### src/sv/rbht_pkg.sv
// Package for the random-byte health test core: constants, status codes,
// register indexes and the histogram write request struct.
// No dependencies.
`default_nettype none

package rbht_pkg;

  // Aligned proportion-test window
  localparam int WINDOW_SIZE = 512;
  localparam int WIN_W       = $clog2(WINDOW_SIZE);
  localparam logic [WIN_W-1:0] WIN_LAST = WIN_W'(WINDOW_SIZE - 1);

  // Field and counter widths
  localparam int BYTE_W  = 8;
  localparam int HIST_W  = 10;
  localparam int RUN_W   = 6;
  localparam int DIST_W  = 9;
  localparam int LEN_W   = 32;
  localparam int SMIN_W  = 9;
  localparam int HIST_DEPTH = 1 << BYTE_W;

  localparam logic [RUN_W-1:0]  RUN_MAX  = '1;
  localparam logic [HIST_W-1:0] HIST_MAX = '1;
  localparam logic [LEN_W-1:0]  LEN_MAX  = '1;

  // Register reset values
  localparam logic [RUN_W-1:0]  REP_CUT_RST  = RUN_W'(6);
  localparam logic [HIST_W-1:0] PROP_CUT_RST = HIST_W'(16);
  localparam logic [SMIN_W-1:0] SMIN_RST     = SMIN_W'(16);

  // Configuration register indexes
  localparam int CFG_IDX_W = 2;
  typedef enum logic [CFG_IDX_W-1:0] {
    CFG_REP_CUTOFF  = 2'd0,
    CFG_PROP_CUTOFF = 2'd1,
    CFG_SHORT_MIN   = 2'd2
  } cfg_index_t;

  // Health status codes
  typedef enum logic [2:0] {
    ST_OK    = 3'd0,
    ST_ZERO  = 3'd1,
    ST_SAME  = 3'd2,
    ST_REP   = 3'd3,
    ST_PROP  = 3'd4,
    ST_NOSRC = 3'd5
  } status_t;

  // Histogram update issued by the processing stage
  typedef struct packed {
    logic              en;         // update the entry this cycle
    logic              win_start;  // first byte of a window: all counts read as zero
    logic [BYTE_W-1:0] addr;       // byte value being counted
  } hist_wr_t;

endpackage

`default_nettype wire

### src/sv/rbht_hist.sv
// Per-window value histogram: 256 x 10 synchronous RAM with per-entry valid
// flops for the window clear and one-deep write forwarding.
// Depends on rbht_pkg.
`default_nettype none

module rbht_hist (
  input  wire logic                      clk,
  input  wire logic                      rst,
  input  wire logic                      rd_en,
  input  wire logic [rbht_pkg::BYTE_W-1:0] rd_addr,
  input  wire rbht_pkg::hist_wr_t        wr,
  output logic [rbht_pkg::HIST_W-1:0]    cnt_new
);
  import rbht_pkg::*;

  logic [HIST_W-1:0]     mem [HIST_DEPTH];
  logic [HIST_W-1:0]     rd_data;
  logic [HIST_DEPTH-1:0] hist_valid;
  logic                  fwd_sel;
  logic [HIST_W-1:0]     fwd_data;
  logic [HIST_W-1:0]     cnt_old;

  // Read port: issued when a byte transfer is accepted
  always_ff @(posedge clk) begin
    if (rd_en) begin
      rd_data <= mem[rd_addr];
    end
  end

  // Write port: bump the entry of the byte in the processing stage
  always_ff @(posedge clk) begin
    if (wr.en) begin
      mem[wr.addr] <= cnt_new;
    end
  end

  // Forward a write that lands on the same edge as the read of the same entry
  always_ff @(posedge clk) begin
    if (rst) begin
      fwd_sel <= 1'b0;
    end else if (rd_en) begin
      fwd_sel <= wr.en && (wr.addr == rd_addr);
    end
  end

  always_ff @(posedge clk) begin
    if (rd_en) begin
      fwd_data <= cnt_new;
    end
  end

  // Valid flops: clear all at a window start, mark the entry written
  always_ff @(posedge clk) begin
    if (rst) begin
      hist_valid <= '0;
    end else if (wr.en) begin
      hist_valid <= (wr.win_start ? '0 : hist_valid) | (HIST_DEPTH'(1) << wr.addr);
    end
  end

  // Old count, then saturating increment
  always_comb begin
    if (wr.win_start) begin
      cnt_old = '0;
    end else if (fwd_sel) begin
      cnt_old = fwd_data;
    end else if (hist_valid[wr.addr]) begin
      cnt_old = rd_data;
    end else begin
      cnt_old = '0;
    end
    cnt_new = (cnt_old == HIST_MAX) ? cnt_old : cnt_old + HIST_W'(1);
  end

endmodule

`default_nettype wire

### src/sv/rng_byte_health_test_core.sv
// Top level of the random-byte health test: stream ports, configuration
// registers, processing stage and result register.
// Depends on rbht_pkg and rbht_hist.
`default_nettype none

// Health test for buffers of random-source bytes, one byte per transfer, with
// s_tlast on the last byte and s_tuser marking an empty buffer. One status
// transfer leaves per buffer: ok, all zero, all same, repetition run,
// proportion (windowed counts of 512 bytes, or too few distinct values in a
// short buffer) or no source, with the saturating byte count. The block takes
// one byte per cycle unless a buffer end meets a held result; a result is
// loaded as the last byte leaves the processing stage. The rate is set by the
// histogram RAM read-modify-write: read on accept, write as the byte leaves,
// a same-entry write by the previous byte forwarded. Configuration must be
// written only while idle, not enforced; no clearing pass is needed after reset.
module rng_byte_health_test_core (
  input  wire logic                          clk,
  input  wire logic                          rst,
  // input byte stream
  input  wire logic                          s_tvalid,
  output logic                               s_tready,
  input  wire logic [7:0]                    s_tdata,   // [7:0] sample_byte
  input  wire logic                          s_tlast,   // final_byte
  input  wire logic                          s_tuser,   // [0] empty_buffer
  // result stream
  output logic                               m_tvalid,
  input  wire logic                          m_tready,
  output logic [39:0]                        m_tdata,   // [2:0] health_status,
                                                        // [34:3] checked_length
  // configuration writes
  input  wire logic                          cfg_valid,
  output logic                               cfg_ready,
  input  wire logic [rbht_pkg::CFG_IDX_W-1:0] cfg_index,
  input  wire logic [15:0]                   cfg_data
);
  import rbht_pkg::*;

  // Configuration registers
  logic [RUN_W-1:0]  rep_cutoff;
  logic [HIST_W-1:0] prop_cutoff;
  logic [SMIN_W-1:0] short_min;

  // Processing stage
  logic              s1_valid;
  logic [BYTE_W-1:0] s1_byte;
  logic              s1_last;
  logic              s1_empty;
  logic              s1_advance;
  logic              s1_produce;
  logic              restart;

  // Buffer state
  logic [LEN_W-1:0]  byte_count;
  logic              zeros_only;
  logic              same_only;
  logic [BYTE_W-1:0] first_value;
  logic [BYTE_W-1:0] previous_value;
  logic [RUN_W-1:0]  run_count;
  logic              repeat_failed;
  logic              window_failed;
  logic              window_pending_hit;
  logic [WIN_W-1:0]  window_position;
  logic [DIST_W-1:0] distinct_count;

  logic [LEN_W-1:0]  byte_count_next;
  logic              zeros_only_next;
  logic              same_only_next;
  logic [BYTE_W-1:0] first_value_next;
  logic [RUN_W-1:0]  run_count_next;
  logic              repeat_failed_next;
  logic              window_failed_next;
  logic              window_pending_hit_next;
  logic [WIN_W-1:0]  window_position_next;
  logic [DIST_W-1:0] distinct_count_next;
  logic              hit;
  logic              first_byte;
  status_t           status_next;

  // Histogram interface
  hist_wr_t          hist_wr;
  logic [HIST_W-1:0] hist_cnt;

  // Result register
  logic              out_valid;
  status_t           out_status;
  logic [LEN_W-1:0]  out_length;

  assign cfg_ready = 1'b1;

  // Write configuration registers; unknown indexes are dropped
  always_ff @(posedge clk) begin
    if (rst) begin
      rep_cutoff  <= REP_CUT_RST;
      prop_cutoff <= PROP_CUT_RST;
      short_min   <= SMIN_RST;
    end else if (cfg_valid) begin
      case (cfg_index)
        CFG_REP_CUTOFF:  rep_cutoff  <= cfg_data[RUN_W-1:0];
        CFG_PROP_CUTOFF: prop_cutoff <= cfg_data[HIST_W-1:0];
        CFG_SHORT_MIN:   short_min   <= cfg_data[SMIN_W-1:0];
        default: ;
      endcase
    end
  end

  // Stall the stage only when it has a result and the result register is held
  assign s1_produce = s1_valid && (s1_last || s1_empty);
  assign s1_advance = s1_valid && !(s1_produce && out_valid && !m_tready);
  assign s_tready   = !s1_valid || s1_advance;
  assign restart    = s1_advance && (s1_last || s1_empty);

  // Capture the accepted transfer into the processing stage
  always_ff @(posedge clk) begin
    if (rst) begin
      s1_valid <= 1'b0;
    end else if (s_tready) begin
      s1_valid <= s_tvalid;
    end
  end

  always_ff @(posedge clk) begin
    if (s_tready && s_tvalid) begin
      s1_byte  <= s_tdata;
      s1_last  <= s_tlast;
      s1_empty <= s_tuser;
    end
  end

  // Histogram RAM with forwarding
  assign hist_wr.en        = s1_advance && !s1_empty;
  assign hist_wr.win_start = (window_position == '0);
  assign hist_wr.addr      = s1_byte;

  rbht_hist u_hist (
    .clk     (clk),
    .rst     (rst),
    .rd_en   (s_tready && s_tvalid),
    .rd_addr (s_tdata),
    .wr      (hist_wr),
    .cnt_new (hist_cnt)
  );

  // Update the buffer state for the byte in the processing stage
  always_comb begin
    first_byte       = (byte_count == '0);
    first_value_next = first_byte ? s1_byte : first_value;
    if (first_byte || (s1_byte != previous_value)) begin
      run_count_next = RUN_W'(1);
    end else if (run_count != RUN_MAX) begin
      run_count_next = run_count + RUN_W'(1);
    end else begin
      run_count_next = run_count;
    end
    repeat_failed_next = repeat_failed || (!first_byte && (run_count_next >= rep_cutoff));
    same_only_next     = same_only && (first_byte || (s1_byte == first_value));
    zeros_only_next    = zeros_only && (s1_byte == '0);

    hit = window_pending_hit || (hist_cnt >= prop_cutoff);
    if (window_position == WIN_LAST) begin
      window_failed_next      = window_failed || hit;
      window_pending_hit_next = 1'b0;
      window_position_next    = '0;
    end else begin
      window_failed_next      = window_failed;
      window_pending_hit_next = hit;
      window_position_next    = window_position + WIN_W'(1);
    end

    // A short buffer lies inside its first window, so a count of one marks a
    // value not seen before in the buffer; past the first window the distinct
    // count is never judged
    distinct_count_next = (hist_cnt == HIST_W'(1)) ? distinct_count + DIST_W'(1)
                                                   : distinct_count;
    byte_count_next = (byte_count == LEN_MAX) ? byte_count : byte_count + LEN_W'(1);

    // Judge the buffer as it stands after this byte
    if (zeros_only_next) begin
      status_next = ST_ZERO;
    end else if (same_only_next && (byte_count_next > LEN_W'(1))) begin
      status_next = ST_SAME;
    end else if (repeat_failed_next) begin
      status_next = ST_REP;
    end else if (window_failed_next) begin
      status_next = ST_PROP;
    end else if ((byte_count_next >= LEN_W'(short_min)) &&
                 (byte_count_next < LEN_W'(WINDOW_SIZE)) &&
                 (LEN_W'(distinct_count_next) < (byte_count_next >> 2))) begin
      status_next = ST_PROP;
    end else begin
      status_next = ST_OK;
    end
  end

  // Buffer state registers: restart at a buffer end, advance on a byte
  always_ff @(posedge clk) begin
    if (rst || restart) begin
      byte_count         <= '0;
      zeros_only         <= 1'b1;
      same_only          <= 1'b1;
      first_value        <= '0;
      previous_value     <= '0;
      run_count          <= '0;
      repeat_failed      <= 1'b0;
      window_failed      <= 1'b0;
      window_pending_hit <= 1'b0;
      window_position    <= '0;
      distinct_count     <= '0;
    end else if (s1_advance && !s1_empty) begin
      byte_count         <= byte_count_next;
      zeros_only         <= zeros_only_next;
      same_only          <= same_only_next;
      first_value        <= first_value_next;
      previous_value     <= s1_byte;
      run_count          <= run_count_next;
      repeat_failed      <= repeat_failed_next;
      window_failed      <= window_failed_next;
      window_pending_hit <= window_pending_hit_next;
      window_position    <= window_position_next;
      distinct_count     <= distinct_count_next;
    end
  end

  // Result register: load at a buffer end, drop after the transfer
  always_ff @(posedge clk) begin
    if (rst) begin
      out_valid <= 1'b0;
    end else if (s1_advance && s1_produce) begin
      out_valid <= 1'b1;
    end else if (m_tready) begin
      out_valid <= 1'b0;
    end
  end

  always_ff @(posedge clk) begin
    if (s1_advance && s1_produce) begin
      if (s1_empty) begin
        out_status <= ST_NOSRC;
        out_length <= '0;
      end else begin
        out_status <= status_next;
        out_length <= byte_count_next;
      end
    end
  end

  assign m_tvalid = out_valid;
  assign m_tdata  = {5'b0, out_length, out_status};

endmodule

`default_nettype wire

### config.mk
export PLATFORM = sky130hd
export DESIGN_NAME = rng_byte_health_test_core
export DESIGN_NICKNAME = d
export VERILOG_FILES = /design/src/sv/rbht_pkg.sv /design/src/sv/rbht_hist.sv /design/src/sv/rng_byte_health_test_core.sv
export SDC_FILE = /design/constraint.sdc
export NUM_CORES = 2
export LEC_CHECK = 0
export ABC_AREA = 1
export BUFFER_PORTS_ARGS = -buffer_cell sky130_fd_sc_hd__buf_2
export CORE_ASPECT_RATIO = 0.75
export CORE_MARGIN = 2
export CORE_UTILIZATION = 47
export CTS_CLUSTER_DIAMETER = 30
export DETAILED_ROUTE_END_ITERATION = 8
export PLACE_DENSITY_LB_ADDON = 0.12
export REMOVE_ABC_BUFFERS = 1
export SLEW_MARGIN = 40
export SYNTH_ARGS = -nofsm -noshare
export SYNTH_HDL_FRONTEND = slang
export SYNTH_HIERARCHICAL = 1
export SYNTH_SLANG_ARGS = --single-unit
### constraint.sdc
create_clock -name clk -period 8.65 [get_ports clk]
set_input_delay 1.73 -clock clk [delete_from_list [all_inputs] [get_ports clk]]
set_output_delay 1.73 -clock clk [all_outputs]
set_load 0.005 [all_outputs]
# Word-level counts from Yosys, hierarchy flattened
# Memory sizes are Yosys's and may differ from the RTL's. A register that Yosys moved wholly into a read port is not among the register bits.
# Cells that the tools add are included.
# totals
reg_bits	416
input_bits	33
mem_bits_rw	2560
output_inout_bits	43
mem_count	1
# mem_list
name	words	word_bits	rd	rd_ports_with_merged_regs	wr	line_no	text
u_hist.mem	256	10	1	1	1	rbht_hist.sv:16	logic [HIST_W-1:0] mem [HIST_DEPTH];
# classes
mux	23
bitwise_logic	1
n_addsub	5
shifts	1
eq_ne	10
n_lt_le_gt_ge	7
n_reduce_logical	38
# ops
op	count
256-bit 2-to-1 mux	1
256-bit bitwise OR	1
1-bit by 8-bit << shifter with 256-bit output (first input constant)	1
10-bit 2-to-1 mux	4
32-bit by 1-bit adder with 32-bit output (second input constant)	1
32-bit == test (second input constant)	1
32-bit by 9-bit greater-or-equal comparator with 1-bit output	1
32-bit by 1-bit greater-than comparator with 1-bit output (second input constant)	1
32-bit logical NOT	1
32-bit by 10-bit < comparator with 1-bit output (second input constant)	1
32-bit 2-to-1 mux	1
9-bit by 30-bit < comparator with 1-bit output	1
9-bit by 1-bit adder with 9-bit output (second input constant)	2
9-bit 2-to-1 mux	2
8-bit == test	2
1-bit logical AND	15
3-bit 2-to-1 mux	5
6-bit 2-to-1 mux	2
10-bit by 1-bit adder with 10-bit output (second input constant)	1
10-bit by 1-bit == test with 1-bit output (second input constant)	1
10-bit == test (second input constant)	1
10-bit greater-or-equal comparator	1
9-bit == test (second input constant)	1
9-bit logical NOT	1
other kinds (16)	36

# Depth between registers and ports, before layout
# logic_depth
ltp_word	16
mapped_depth	43

# Modules after synthesis
# The synthesis kept the hierarchy.
# modules_own_cells
mod	cells_each	area_each_um2	seq_area_each_um2	instances
rbht_hist	9579	112977.1	82619.2	1
rng_byte_health_test_core	1109	8161.6	3433.3	1

# Least setup slack after synthesis
# No wires, ideal clock.
# synth_timing
path_type	flip-flop to flip-flop
from	register s1_byte[0]
to	register out_status[2] (data pin)
path_stages_with_launch	41
slack_ps	-297
setup_ps	264
t_arrival_ps	8683
path_buffers	3
required_ps	8386
path_cell_list	edfxtp_1 buf_6 buf_6 buf_4 nand2_1 nand2_1 nand2_1 nand2_1 nand2_1 nand2_1 o21ai_1 nand2_1 nor2_1 nor2_1 nor2_1 nand2_2 nand2_1 nand2_1 [5 not listed] nand4_2 nand3_1 nor3b_1 nand2_1 nor3_1 nand3_1 nor2_1 xnor2_1 inv_1 ha_1 a21o_1 a21oi_1 nor3_1 a21oi_2 nand3_1 nand2_1 nand2_1 nand2_1
# synth_via
elab_chain_len	16
# synth_lines
element	line_no	text
from (decl)	rng_byte_health_test_core.sv:45	logic [BYTE_W-1:0] s1_byte;
from (signal assigned)	rng_byte_health_test_core.sv:123	s1_byte <= s_tdata;
1-bit binary-select mux with 8-bit select *	rbht_hist.sv:67	end else if (hist_valid[wr.addr]) begin
1-bit 2-to-1 mux (not written as such) *	rbht_hist.sv:67	
10-bit 2-to-1 mux *	rbht_hist.sv:67	
10-bit 2-to-1 mux *	rbht_hist.sv:65	end else if (fwd_sel) begin
10-bit 2-to-1 mux *	rbht_hist.sv:63	if (wr.win_start) begin
10-bit by 1-bit adder with 10-bit output / 10-bit == test (equally long branches)	rbht_hist.sv:72	cnt_new = (cnt_old == HIST_MAX) ? cnt_old : cnt_old + HIST_W'(1);
10-bit 2-to-1 mux *	rbht_hist.sv:72	
named net hist_cnt[7]	rng_byte_health_test_core.sv:81	logic [HIST_W-1:0] hist_cnt;
[2 not listed]	n/a	
named net distinct_count_next[7]	rng_byte_health_test_core.sv:74	logic [DIST_W-1:0] distinct_count_next;
9-bit by 30-bit < comparator with 1-bit output *	rng_byte_health_test_core.sv:187	(LEN_W'(distinct_count_next) < (byte_count_next >> 2))) begin
1-bit logical AND *	rng_byte_health_test_core.sv:186	(byte_count_next < LEN_W'(WINDOW_SIZE)) &&
3-bit 2-to-1 mux *	rng_byte_health_test_core.sv:185	end else if ((byte_count_next >= LEN_W'(short_min)) &&
3-bit 2-to-1 mux *	rng_byte_health_test_core.sv:183	end else if (window_failed_next) begin
3-bit 2-to-1 mux *	rng_byte_health_test_core.sv:181	end else if (repeat_failed_next) begin
3-bit 2-to-1 mux *	rng_byte_health_test_core.sv:179	end else if (same_only_next && (byte_count_next > LEN_W'(1))) begin
3-bit 2-to-1 mux *	rng_byte_health_test_core.sv:177	if (zeros_only_next) begin
to (signal assigned)	rng_byte_health_test_core.sv:240	out_status <= status_next;
to (decl)	rng_byte_health_test_core.sv:85	status_t out_status;
# The timed path passes the listed nets; every way through them passes the cells marked *. The select of a mux whose other input is x is not followed.
# A chain may end at the register's enable or synchronous reset.

# Final worst setup path
# layout_timing
from	register s1_byte[1]
to	register out_status[2] (data pin)
# Same word-level chain as after synthesis.

==> impl_summary.md <==
Clock network
The buffer count from post-CTS setup fixing is 0. After clock tree synthesis, the clock-pin slew on the worst setup and hold paths is 50 ps. Once the clock tree was built, the resizer swapped 0 gates to a different size. The post-cts hold buffer count is 0. TritonCTS built the clock tree. Clock tree synthesis inserted a total of 530 buffers. The later pin in the worst-skew pair is clocked with a latency of just over 900 ps. The clock passes through at most 4 buffers.

The clock tree root driver cell is clkbuf_16. The total clock sinks is about 3.0k. The maximum level of the CTS H-tree is 6.

Synthesis
The synthesized design spends more area on one cell type than any other, namely edfxtp_1. Dividing the synthesized area by the synthesized cell count gives 11.3 um^2. Of all flip-flops after synthesis, the portion carrying an async set or reset was 0%. In the synthesized netlist the dominant register cell turns out to be edfxtp_1.

The sequential fraction of the synthesis area is between 70% and 80%. Synthesis inferred approximately 3.0k register bits. The fraction of synthesized cell area taken by the top area cell type is 65.1%. The mapped netlist covers between 0.1 and 0.15 mm^2. Yosys printed 6 warnings. Yosys mapped a number of flops with a built-in enable equal to approximately 2.6k.

After technology mapping, the gate count stands at 10.7k. The synthesized netlist contains 48 unique library cells. Sorting the synthesized cells by area gives the leading types as edfxtp_1 (65%), nor2_1 (7.6%), o21ai_0 (7.1%).

Floorplan
The top-level I/O count is 76. In this run the standard cell core region covers 0.256 mm^2. The row count is 161. The overall die area is 0.262 mm^2.

The horizontal die dimension is 590 um. The starting density of the core is 47.2%. The floorplan step set the die height to approximately 440 um.

Pwr
In this run the power density over the cells is around 260 mW/mm^2. The leakage power is 51.8 nW. The worst-case IR drop observed on VDD is roughly 0.23 mV. Total power for the finished layout comes to between 30 and 40 mW.

Global routing
The first-pass GRT wire length is approximately 550 mm. The number of global-route vias before repair is approximately 81k. The initial antenna violation count is 20. The total global routing overflow is 0. The largest net degree at the start of global routing is 178. The overall routing resource usage is between 20 and 30%.

Setup path
The count of buffer and inverter cells on the critical path is 3. Among all stages on the critical path, the largest delay is contributed by inv_4. The worst setup path is launched from a register. Grouping stages by cell kind, the critical path spends the most delay in simple AND/OR/NAND/NOR gates.

Among the stages of the critical path, the cell type that occurs most often is nand2_1. In this run the worst path has a maximum fanout of 46. The arrival time of the worst setup path is 7850 ps. The endpoint class of the critical path is a register. For this run, the slowest stage of the critical path takes 630 ps. The kind of critical path is reg2reg.

The endpoint required time on the critical path is approximately 9300 ps.

Place
The setup slack at placement is between 1500 and 2000 ps. Detailed placement finished with a half-perimeter wire length of ~220 mm. The count of buffers inserted at the top-level ports is 63. In this run the cell area measured after placement is about 0.13 mm^2. The total instance count after detailed placement is 13.8k. The placer congestion estimate is ~0.98.

STA
The minimum clock period after layout is about 7200 ps. Setup repair after global routing left no endpoint under its margin. After layout, the worst path uses a little over four fifths of the clock period. The setup TNS is 0 ps.

Measured against its own limit, the worst slew margin works out to between 30 and 40%. For the final database, setup skew stands at about 54 ps. At the pin with the least slew margin, the transition time is 991 ps. Setup slack on the critical path of the routed design comes to between 1000 and 1500 ps.

Static timing analysis puts the maximum clock frequency at about 0.14 GHz. Setup violations remaining at the end of the flow were counted as 0. The number of hold violations in the final report is 0. The number of slew-limit violations in the final report is 0.

Run status
The flow ran to the end, and the final reports show no timing, DRC or antenna violations.

Drt
The via count is roughly 87k. For this block, the initial DRC count from the detailed router was roughly 11k. The detailed-route vias per instance is between 5 and 6. The final layout contains routed wiring with a total length of around 380 mm. In the routed design, unresolved DRC markers number 0. In the final routed layout, each cell accounts on average for 25.6 um. Once detail routing completed, the nets flagged for antenna violations numbered 0.

The number of optimization iterations in the first detailed-route pass is 6.

Cells and area
The post-route netlist has 12.3% of its cells at a drive strength greater than 1. The area added between synthesis and finish is 19.3%. The total non-filler cell area in the finished layout is roughly 0.14 mm^2.

The filler-free cell count of the finished design is 14.8k. The final net count is roughly 11k. After filler insertion, the fill cell instance count of the layout stands at roughly 21k.

Min path
The min-delay analysis places its worst path in the category reg2reg.

Run
The tool flagged a number of max-cap violations equal to 0.
-- registers in the layout (all words and copies together) (netlist names), 3 cells and up --
name               count
u_hist/rd_data        10
distinct_count         9
first_value            8
u_hist/mem          2560
out_length            32
prop_cutoff           10
u_hist/fwd_data       10
out_status             3
byte_count            32
rep_cutoff             6
s1_byte                8
run_count              6
u_hist/hist_valid    256
window_position        9
short_min              9
previous_value         8
-- area by class of cell --
cell class / instances / area, um^2 / area share [%]
well taps: 3423 / 4280 / 2.96
clock inverters: 322 / 3490 / 2.42
repair buffers: 409 / 3620 / 2.51
multi-input cells: 6656 / 31600 / 21.9
inverters: 318 / 1230 / 0.853
diodes: 7 / 17.5 / 0.0121
clock buffers: 633 / 14300 / 9.86
flip-flops and latches: 2986 / 86100 / 59.5
-- where the power goes --
part | leakage (nW) | internal [mW] | switching, mW
Clock | 8.60 | 13.6 | 7.06
Combinational | 14.1 | 0.439 | 1.27
Sequential | 29.1 | 15.5 | 0.0328
-- stage by stage --
| stage | hold WS (ps) | utilization [%] |
|---|---|---|
| after detailed placement | 458 | 49.4 |
| after global placement | 449 | 49.1 |
| after global routing | 481 | 56.4 |
| after floorplan | 429 | - |
| after CTS | 465 | 56.3 |
| final | 463 | 56.4 |
-- synth_stat cells (all sizes together), types with 17 or more instances --
master / number
nand4: 23
a21oi: 366
inv: 318
o22ai: 796
nor3: 27
nand2: 936
clkbuf: 589
xor2: 17
edfxtp: 2625
o32ai: 47
ha: 41
nand3: 100
buf: 143
dfxtp: 361
o21ai: 1747
nor2: 2483
-- worst paths after layout --
path	to	from	slack, ps	cells past startpoint
worst min register to register	short_min[3]$_SDFFE_PP0P_	short_min[3]$_SDFFE_PP0P_	460	2
worst max-delay path	out_status[2]$_SDFFCE_PP1P_	s1_byte[1]$_DFFE_PP_	1430	39
worst min-delay path	short_min[3]$_SDFFE_PP0P_	short_min[3]$_SDFFE_PP0P_	460	2
worst max register to register	out_status[2]$_SDFFCE_PP1P_	s1_byte[1]$_DFFE_PP_	1430	39
-- tightest hold or removal path, stage by stage, from the launching register on --
cell and delay, ps:
dfxtp_1 290, inv_1 70, a21oi_1 60
-- logic make-up (layout without fill, tap and decap cells) --
| logic type | count (synthesis) | in the layout | synth area share, % |
|---|---|---|---|
| flops | 2986 | 2986 | 71.0 |
| buf+inv | 1050 | 1682 | 3.45 |
| xor+xnor | 30 | 30 | 0.217 |
| simple gates | 3586 | 3586 | 11.5 |
| other cells | 2 | 13 | 0.00620 |
| compound gates | 2993 | 2993 | 13.4 |
| fa+ha+maj | 41 | 41 | 0.423 |
-- routing by layer --
| layer | global-route usage, % | share of wire (%) | up-vias |
|---|---|---|---|
| met2 | 41.0 | 43 | 4193 |
| met1 | 42.5 | 44 | 43200 |
| met5 | 0 | 0.012 | - |
| met4 | 8.71 | 2.8 | 8 |
| li1 | - | - | 39000 |
| met3 | 5.99 | 10 | 592 |
-- layout by cell type, fill, tap and decap left out, types with 60 or more instances in the layout --
cell type / Yosys / final
clkbuf_1: 589 / 67
clkbuf_16: 0 / 552
bufinv_16: 0 / 60
nand3_1: 95 / 86
nor2_1: 2465 / 2413
o22ai_1: 796 / 785
clkinv_2: 0 / 80
clkinv_1: 0 / 65
edfxtp_1: 2625 / 2625
inv_1: 306 / 300
nand2_1: 925 / 922
buf_4: 14 / 285
a21oi_1: 365 / 364
dfxtp_1: 361 / 361
o21ai_0: 1720 / 1720
Power figures use the tool's default switching activity.
